===== src/rtl/core/swm_pkg.sv =====
`timescale 1ns / 1ps
// swm_pkg: shared types and fixed constants for the sliding window median filter
// no dependencies; used by the cell, median stage and top level

package swm_pkg;

  // width of the window length register and its value after reset
  localparam int unsigned WLEN_BITS = 7;
  localparam logic [WLEN_BITS-1:0] WLEN_RESET = 7'd64;

  // per-cycle command broadcast to every cell of the sorted row
  typedef struct packed {
    logic update;  // cells take their next state this cycle
    logic ins;     // a new sample is inserted
    logic del;     // the oldest sample is dropped
  } cell_ctrl_t;

  // status a cell hands to its neighbors
  typedef struct packed {
    logic valid;   // cell holds a sample of the window
    logic gt;      // held sample is greater than the incoming one
    logic below;   // cell sits below the position being dropped, or nothing is dropped
  } cell_flags_t;

endpackage


===== src/rtl/core/swm_cell.sv =====
`timescale 1ns / 1ps
// swm_cell: one slot of the sorted window, holds a sample and its age
// depends on swm_pkg; instantiated in a row by sliding_window_median

module swm_cell import swm_pkg::*; #(
  parameter int SAMPLE_BITS = 16,
  parameter int AGE_BITS    = 6,
  parameter int IDX_BITS    = 6,
  parameter int CELL_IDX    = 0
) (
  input  logic                          clk_i,
  input  logic                          rst_ni,
  input  cell_ctrl_t                    ctrl_i,
  input  logic signed [SAMPLE_BITS-1:0] sample_i,
  input  logic        [AGE_BITS-1:0]    del_age_i,
  input  logic        [IDX_BITS-1:0]    del_pos_i,
  input  logic                          del_none_i,
  input  cell_flags_t                   left_flags_i,
  input  logic signed [SAMPLE_BITS-1:0] left_value_i,
  input  logic        [AGE_BITS-1:0]    left_age_i,
  input  cell_flags_t                   right_flags_i,
  input  logic signed [SAMPLE_BITS-1:0] right_value_i,
  input  logic        [AGE_BITS-1:0]    right_age_i,
  output cell_flags_t                   flags_o,
  output logic signed [SAMPLE_BITS-1:0] value_o,
  output logic        [AGE_BITS-1:0]    age_o,
  output logic                          del_o
);

  localparam bit IS_HEAD = (CELL_IDX == 0);

  logic                          valid_q, valid_d;
  logic signed [SAMPLE_BITS-1:0] value_q, value_d;
  logic        [AGE_BITS-1:0]    age_q, age_d;

  cell_flags_t                   my_flags;
  cell_flags_t                   cur_flags, prv_flags;
  logic signed [SAMPLE_BITS-1:0] cur_value, prv_value;
  logic        [AGE_BITS-1:0]    cur_age, prv_age;

  always_comb begin
    my_flags.valid = valid_q;
    my_flags.gt    = valid_q && (value_q > sample_i);
    my_flags.below = del_none_i || (IDX_BITS'(CELL_IDX) < del_pos_i);
  end

  assign flags_o = my_flags;
  assign value_o = value_q;
  assign age_o   = age_q;
  assign del_o   = ctrl_i.del && valid_q && (age_q == del_age_i);

  // row with the dropped entry squeezed out: slot i and slot i-1 of it
  always_comb begin
    if (my_flags.below) begin
      cur_flags = my_flags;
      cur_value = value_q;
      cur_age   = age_q;
    end else begin
      cur_flags = right_flags_i;
      cur_value = right_value_i;
      cur_age   = right_age_i;
    end
    if (left_flags_i.below) begin
      prv_flags = left_flags_i;
      prv_value = left_value_i;
      prv_age   = left_age_i;
    end else begin
      prv_flags = my_flags;
      prv_value = value_q;
      prv_age   = age_q;
    end
  end

  always_comb begin
    valid_d = valid_q;
    value_d = value_q;
    age_d   = age_q;
    if (ctrl_i.update) begin
      if (ctrl_i.ins) begin
        if (cur_flags.valid && !cur_flags.gt) begin
          // stays left of the new sample
          valid_d = 1'b1;
          value_d = cur_value;
          age_d   = cur_age + AGE_BITS'(1);
        end else if (prv_flags.valid && prv_flags.gt) begin
          // pushed one slot right by the new sample
          valid_d = 1'b1;
          value_d = prv_value;
          age_d   = prv_age + AGE_BITS'(1);
        end else if (IS_HEAD || (prv_flags.valid && !prv_flags.gt)) begin
          valid_d = 1'b1;
          value_d = sample_i;
          age_d   = '0;
        end else begin
          valid_d = 1'b0;
        end
      end else begin
        valid_d = cur_flags.valid;
        value_d = cur_value;
        age_d   = cur_age;
      end
    end
  end

  always_ff @(posedge clk_i or negedge rst_ni) begin
    if (!rst_ni) begin
      valid_q <= 1'b0;
    end else begin
      valid_q <= valid_d;
    end
  end

  always_ff @(posedge clk_i) begin
    value_q <= value_d;
    age_q   <= age_d;
  end

endmodule


===== config.mk =====
export PLATFORM = sky130hd
export DESIGN_NAME = swm_cell
export DESIGN_NICKNAME = d
export VERILOG_FILES = /design/src/rtl/core/swm_pkg.sv /design/src/rtl/core/swm_cell.sv
export SDC_FILE = /design/constraint.sdc
export NUM_CORES = 1
export LEC_CHECK = 0
export BUFFER_PORTS_ARGS = -buffer_cell sky130_fd_sc_hd__clkbuf_2
export CAP_MARGIN = 20
export CORE_MARGIN = 1.5
export CORE_UTILIZATION = 42
export DETAILED_ROUTE_END_ITERATION = 7
export GPL_TIMING_DRIVEN = 1
export PLACE_DENSITY = 0.8
export SLEW_MARGIN = 20
export SYNTH_ARGS = -nofsm -noshare
export SYNTH_HDL_FRONTEND = slang
export SYNTH_SLANG_ARGS = --single-unit

===== constraint.sdc =====
create_clock -name clk_i -period 3 [get_ports clk_i]
set_clock_uncertainty 0.2 [all_clocks]
set_input_delay 0.3 -clock clk_i [delete_from_list [all_inputs] [get_ports clk_i]]
set_output_delay 0.3 -clock clk_i [all_outputs]
set_load 0.01 [all_outputs]

==> results.ini, run 1 <==
[power]
ir_drop_v = 0.000229
p_leak_nw = 1.65
p_per_area_nw_per_um2 = 448
power_mw = 1.37

[yosys]
synthFlopType = edfxtp_1
async_reset_ff_frac = 0.0435
synth-edff-count = 22
yosys_warnings = 0
synthCells = 226
synthesis.nets = 328
syn_avg_cell_area_sq_um = 9.98
synth_seq_cells = 23
synth_cell_type_count = 40
mappedNetlistArea_sq_um = 2250
yosysSeqAreaShare = 0.304

[detailed_routing]
wl_met1_um = 2520
routed-wl-met2_um = 2680
first_pass_iters = 4
viasPerCell = 5.18
ant_nets = 0
drcViolationCount = 0
wl_met3_um = 343
routed_wl_um = 5600
num_vias = 2123
top_layer_used = met4
wire_per_inst_um = 13.7
drt_iter0_markers = 100

[finish]
register_area_sq_um = 686
final_layout_size_suffix_gt1_frac = 0.400
n_antenna_cell = 0
multi_input_area_sq_um = 1500
nFillCells = 472
design_area_sq_um = 3070
area_delta_synth_final_pct = 36.0
layout.nets = 443

[timing]
fmax_ghz = 0.355
setup_violations = 0
hold_violations = 0
relSlewSlack = 0.721
tightest_slew_ns = 0.417
min_period_ns = 2.82
worst_slack_ns = 0.181
finalCritPeriodShare = 0.940
finalMaxSlewViolations = 0

[die]
die_area_sq_um = 5820
ios = 110
die_w_um = 76.3
dieHeight_um = 76.3
num_rows = 26
core_sq_um = 5140
initial_core_util = 0.439

[run_status]
outcome = complete, no violations

[clock_tree]
cts_made_buffers = 3
h-tree-depth = 1
cts_tree = yes
cts_sinks = 23
cts_buffer_depth = 2
insertion_delay_ns = 0.27
cts-root-buf = clkbuf_8
cts.reportedPaths.clkPinSlew_ns = 0.09

[critical_path]
crit_path_end_kind = flip-flop
worstPathArrival_ns = 2.64
path_class = reg2reg
critical_path.startpoint = value_o[10]$_DFFE_PP_
cp_max_fo = 7
r2r_start = value_o[10]$_DFFE_PP_
required_ns = 2.82
start_kind = flip-flop

[grt]
overflow = 0
antenna_found_initial = 0
grt_max_degree = 20
grt_pass1_vias = 1925
grt_pass1_wl_um = 8740
grt.total_usage = 0.184

[run]
cap_violations = 0

[min_path]
hold_path_startpoint = right_flags_i[2]
hold_class = in2reg

[place]
dpl.hpwl_um = 4370
place_area_sq_um = 2910
gp_congestion = 0.788
pre_cts_ws_ns = -0.0392
port_buffers = 108

[through the flow]
step	hold WS (ns)	std cells	utilization	TNS, ns
after floorplan	-0.196	226	-	0
after detailed placement	-0.124	400	0.565	-0.653
after global routing	0.111	410	0.597	-0.000756
after global placement	-0.124	400	0.565	0
after CTS	0.0980	405	0.577	0
final	0.0999	410	0.597	0
[timing repair]
item	4_1_cts	5_1_grt
hold buffers	1	0
buffers inserted	0	4
endpoints found under the hold margin	1	0
resized for setup	1	4
setup endpoints to repair	9	34
pin swaps	0	4
gates cloned	0	1
[report_power, final]
part | switching [mW] | internal [mW] | total [mW]
logic | 0.331 | 0.343 | 0.675
clock network | 0.114 | 0.0953 | 0.209
registers | 0.0549 | 0.436 | 0.491
total | 0.500 | 0.874 | 1.37
[worst max-delay path, cell delays in order (launching register included)]
cell	delay, ns
edfxtp_1	0.46
ha_4	0.30
nand4_1	0.13
nor4_2	0.30
o21ai_1	0.13
and4_4	0.19
o31ai_4	0.32
clkbuf_16	0.24
mux2i_1	0.19
mux2i_1	0.09
[final timing paths]
path                                          to  slack [ns]  depth (start not counted)
max                        value_o[11]$_DFFE_PP_        0.18                          9
min                          valid_q$_DFFE_PN0P_         0.1                          3
max reg2reg                value_o[11]$_DFFE_PP_        0.18                          9
min reg2reg                  valid_q$_DFFE_PN0P_        0.45                          2
max in group asynchronous    valid_q$_DFFE_PN0P_        2.38                          2
min in group asynchronous    valid_q$_DFFE_PN0P_        0.14                          2
[cells by family after synthesis]
kind of cell | after synthesis | synth area share
multiplexers | 58 | 0.259
XOR/XNOR | 10 | 0.0388
flip-flops | 23 | 0.304
AO/OA/AOI/OAI | 35 | 0.114
adder cells (fa/ha/maj) | 18 | 0.0999
buffers and inverters | 31 | 0.0599
AND/OR/NAND/NOR | 51 | 0.124
[synth_stat cells (all sizes together) (2+ instances only)]
cell type	instances	area (sq um)
o21ai	4	20.0
nor2	6	22.5
mux2	3	33.8
buf	6	41.3
ha	18	225
nand2b	3	18.8
edfxtp	22	661
mux2i	55	551
nor3	2	10.0
nor3b	2	15.0
o21a	5	37.5
a21oi	10	50.1
o31ai	2	33.8
nand2	12	52.6
a21o	2	15.0
nor4	3	18.8
clkbuf	5	18.8
nor2b	3	18.8
inv	20	75.1
a31oi	3	18.8
nand4	7	43.8
nand3	9	45.0
xor2	4	35.0
xnor2	6	52.6
o221ai	4	35.0
[registers in the layout, indices dropped and copies added (netlist names)]
signal   cells
value_o     16
valid_q      1
age_o        6
[routing by layer]
metal | track usage | up-vias
li1 | - | 1079
met1 | 0.229 | 963
met2 | 0.327 | 76
met3 | 0.0323 | 5
met4 | 0.0444 | 0
met5 | 0 | -
[cell usage in the layout, fill, tap and decap left out, types with 3 or more instances in the layout]
cell,netlist,layout
nand2b_1,3,3
a21oi_1,10,10
nand4_1,7,7
o21a_1,5,5
mux2_2,3,3
edfxtp_1,22,22
o21ai_0,3,3
xnor2_1,6,6
clkbuf_8,0,3
o221ai_1,4,4
a31oi_1,3,3
mux2i_1,55,55
ha_4,0,3
ha_1,18,15
clkbuf_2,0,108
nor2b_1,3,3
inv_1,20,20
nand3_1,9,9
buf_4,2,10
nor2_1,6,6
nand2_1,11,11
xor2_1,4,4
[area by class of cell]
type / instances / area share
timing repair buffer: 121 / 0.219
tap: 70 / 0.0286
inverter: 20 / 0.0245
sequential: 23 / 0.224
multi-input combinational: 172 / 0.490
clock buffer: 4 / 0.0147
Power figures use the tool's default switching activity.
==> run 2, diff against run 1 <==
- CORE_ASPECT_RATIO: not set -> 1.25
- CTS_CLUSTER_SIZE: not set -> 20
==> run 2 against run 1 <==
  * Core utilization rose by 2.1 points
  * Combinational power up 6.8%
  * Critical path depth fell by 1
  * Non-clock buffer count is 9 higher
  * Highest routed layer unchanged
  * Global-route usage is 1.2 points higher
  * Power grew 2.9%
  * First-iteration DRC count fell by 24%
  * Clock-buffer cell count decreased by 1
  * Sequential share of layout area fell by 0.67 points
  * Flip-flop and latch count stayed put
==> results.ini, run 2 (synthesis gave the netlist of run 1 again) <==
[run_status]
outcome = complete, no violations  ; unchanged

[timing]
relSlewSlack = 0.732  ; was 0.721
final.setup.tns_ns = 0  ; unchanged
worst_slack_ns = 0.0104  ; was 0.181 ns
fmax_ghz = 0.334  ; was 0.355 GHz
min_period_ns = 2.99  ; was 2.82 ns
tightest_slew_ns = 0.400  ; was 0.417 ns
finalCritPeriodShare = 0.997  ; was 0.940
finalMaxSlewViolations = 0  ; unchanged
setup_violations = 0  ; unchanged
rsz0062_at_grt = yes
hold_violations = 0  ; unchanged

[clock_tree]
cts_sinks = 23  ; unchanged
insertion_delay_ns = 0.27  ; about the same
cts_buffer_depth = 2  ; unchanged
h-tree-depth = 1  ; unchanged
cts_tree = yes  ; unchanged
cts-root-buf = clkbuf_8  ; unchanged
cts.reportedPaths.clkPinSlew_ns = 0.10  ; was 0.09 ns
cts_made_buffers = 3  ; unchanged

[die]
die_w_um = 68.5  ; was 76.3 um
die_area_sq_um = 5820  ; about the same
core_sq_um = 5120  ; was 5140 sq um
ios = 110  ; unchanged
initial_core_util = 0.441  ; was 0.439
num_rows = 29  ; was 26
dieHeight_um = 84.9  ; was 76.3 um

[grt]
antenna_found_initial = 0  ; unchanged
grt_pass1_wl_um = 8910  ; was 8740 um
overflow = 0  ; unchanged
grt_pass1_vias = 2062  ; was 1,925
grt_max_degree = 20  ; unchanged
grt.total_usage = 0.195  ; was 0.184

[place]
dpl.hpwl_um = 4420  ; was 4370 um
port_buffers = 108  ; unchanged
gp_congestion = 0.738  ; was 0.788
pre_cts_ws_ns = -0.0316  ; was -0.0392 ns

[finish]
layout_commonest_cell = clkbuf_2  ; unchanged
final_cell_mix = clkbuf_2, mux2i_1, edfxtp_1  ; unchanged
final_layout_size_suffix_gt1_frac = 0.423  ; was 0.400
layout.nets = 453  ; was 443
n_antenna_cell = 0  ; unchanged
area_delta_synth_final_pct = 40.2  ; was 36.0%
largest_reg_flops = 16  ; unchanged

[critical_path]
reg2reg_depth = 8  ; was 9
r2r_start = value_o[9]$_DFFE_PP_  ; was value_o[10]$_DFFE_PP_
max_stage_delay_ns = 0.57  ; was 0.46 ns
critPathBufInv = 0  ; was 1
slowest_stage = o41a_4  ; was edfxtp_1
path_class = reg2reg  ; unchanged
worst-path-stages = 8  ; was 9
worstReg2RegEnd = value_o[12]$_DFFE_PP_  ; was value_o[11]$_DFFE_PP_
cp_max_fo = 8  ; was 7
crit_end = value_o[12]$_DFFE_PP_  ; was value_o[11]$_DFFE_PP_
required_ns = 2.81  ; was 2.82 ns
reg2reg_slack_ns = 0.01  ; was 0.18 ns
path_delay_family = compound AO/OA/AOI/OAI gates  ; was simple AND/OR/NAND/NOR gates
worstPathArrival_ns = 2.80  ; was 2.64 ns
worstPathCellList = ha_4, nand4_1, nor4_4, o21ai_1, and4_4, o31ai_4, nand2_4, o41a_4  ; was ha_4, nand4_1, nor4_2, o21ai_1, and4_4, o31ai_4, clkbuf_16, mux2i_1, mux2i_1
critical_path.startpoint = value_o[9]$_DFFE_PP_  ; was value_o[10]$_DFFE_PP_
start_kind = flip-flop  ; unchanged
crit_path_end_kind = flip-flop  ; unchanged

[min_path]
hold_path_startpoint = right_flags_i[2]  ; unchanged
hold_class = in2reg  ; unchanged

[power]
ir_drop_v = 0.000274  ; was 0.000229 V
p_int_mw = 0.898  ; was 0.874 mW
p_sw_mw = 0.517  ; was 0.500 mW
seqPwrFrac = 0.345  ; was 0.357
p_per_area_nw_per_um2 = 447  ; was 448 nW/um^2
sw_frac_of_total = 0.365  ; was 0.364
clkPwrFrac = 0.145  ; was 0.152
pwr-share-comb = 0.509  ; was 0.491
power_mw = 1.41  ; was 1.37 mW
p_leak_nw = 1.70  ; was 1.65 nW

[detailed_routing]
first_pass_iters = 4  ; unchanged
routed_wl_um = 5770  ; was 5600 um
wire_per_inst_um = 14.0  ; was 13.7 um
drt_iter0_markers = 76  ; was 100
drcViolationCount = 0  ; unchanged
ant_nets = 0  ; unchanged
num_vias = 2177  ; was 2,123
viasPerCell = 5.28  ; was 5.18

[run]
cap_violations = 0  ; unchanged

## run 2: changes by cell type in the layout (fill, tap and decap cells not counted), sizes merged
cell    change
buf        +10
clkbuf      -2
clkinv      +1
o41a        +1
## run 2: what timing repair did
action,4_1_cts,5_1_grt
hold buffers,1,0
endpoints found under the hold margin,1,0
gates cloned,0,1
resized for setup,1,10
pin swaps,0,7
endpoints found under the setup margin,23,39
setup buffers,0,13
## run 2: layout make-up
type	instances	area, sq um
Multi-Input combinational cell	173	1550
Tap cell	62	77.6
Inverter	20	75.1
Clock buffer	3	41.3
Clock inverter	1	5.00
Sequential cell	23	686
Timing Repair Buffer	130	732
Fill cell	435	1950
## run 2: worst min-delay path by stage
stage	end	depth (start not counted)
finish	valid_q$_DFFE_PN0P_	3
global route	valid_q$_DFFE_PN0P_	3
CTS	valid_q$_DFFE_PN0P_	3
detailed placement	valid_q$_DFFE_PN0P_	1
global placement	valid_q$_DFFE_PN0P_	1
floorplan	valid_q$_DFFE_PN0P_	0
## run 2: power by group through the flow
stage | Sequential (mW) | Combinational (mW) | Clock [mW]
5_1_grt | 0.496 | 0.802 | 0.227
2_1_floorplan | 0.510 | 0.395 | 0
6_report | 0.488 | 0.721 | 0.206
3_5_place_dp | 0.496 | 0.635 | 0
3_3_place_gp | 0.493 | 0.619 | 0
4_1_cts | 0.489 | 0.641 | 0.211
## run 2: tightest hold or removal path: cells and delay by family
kind,cells,cell delay [ns]
buffers and inverters,1,0.09
and+or+nand+nor,2,0.13
## run 2: per-stage QoR
stage / util / instance area [sq um] / instances / hold WS [ns]
global placement: 0.568 / 2900 / 393 / -0.123
finish: 0.618 / 3160 / 412 / 0.0753
CTS: 0.580 / 2970 / 398 / 0.0814
detailed placement: 0.568 / 2900 / 393 / -0.122
floorplan: - / 2260 / 226 / -0.196
global route: 0.618 / 3160 / 412 / 0.104
## run 2: layer usage
metal	vias to the layer above	share of wire	wire length [um]	global-route usage
met4	0	0.013	74	0.0418
met5	-	0	0	0
li1	1097	-	-	-
met2	91	0.52	3000	0.365
met3	7	0.071	411	0.0239
met1	982	0.39	2280	0.229
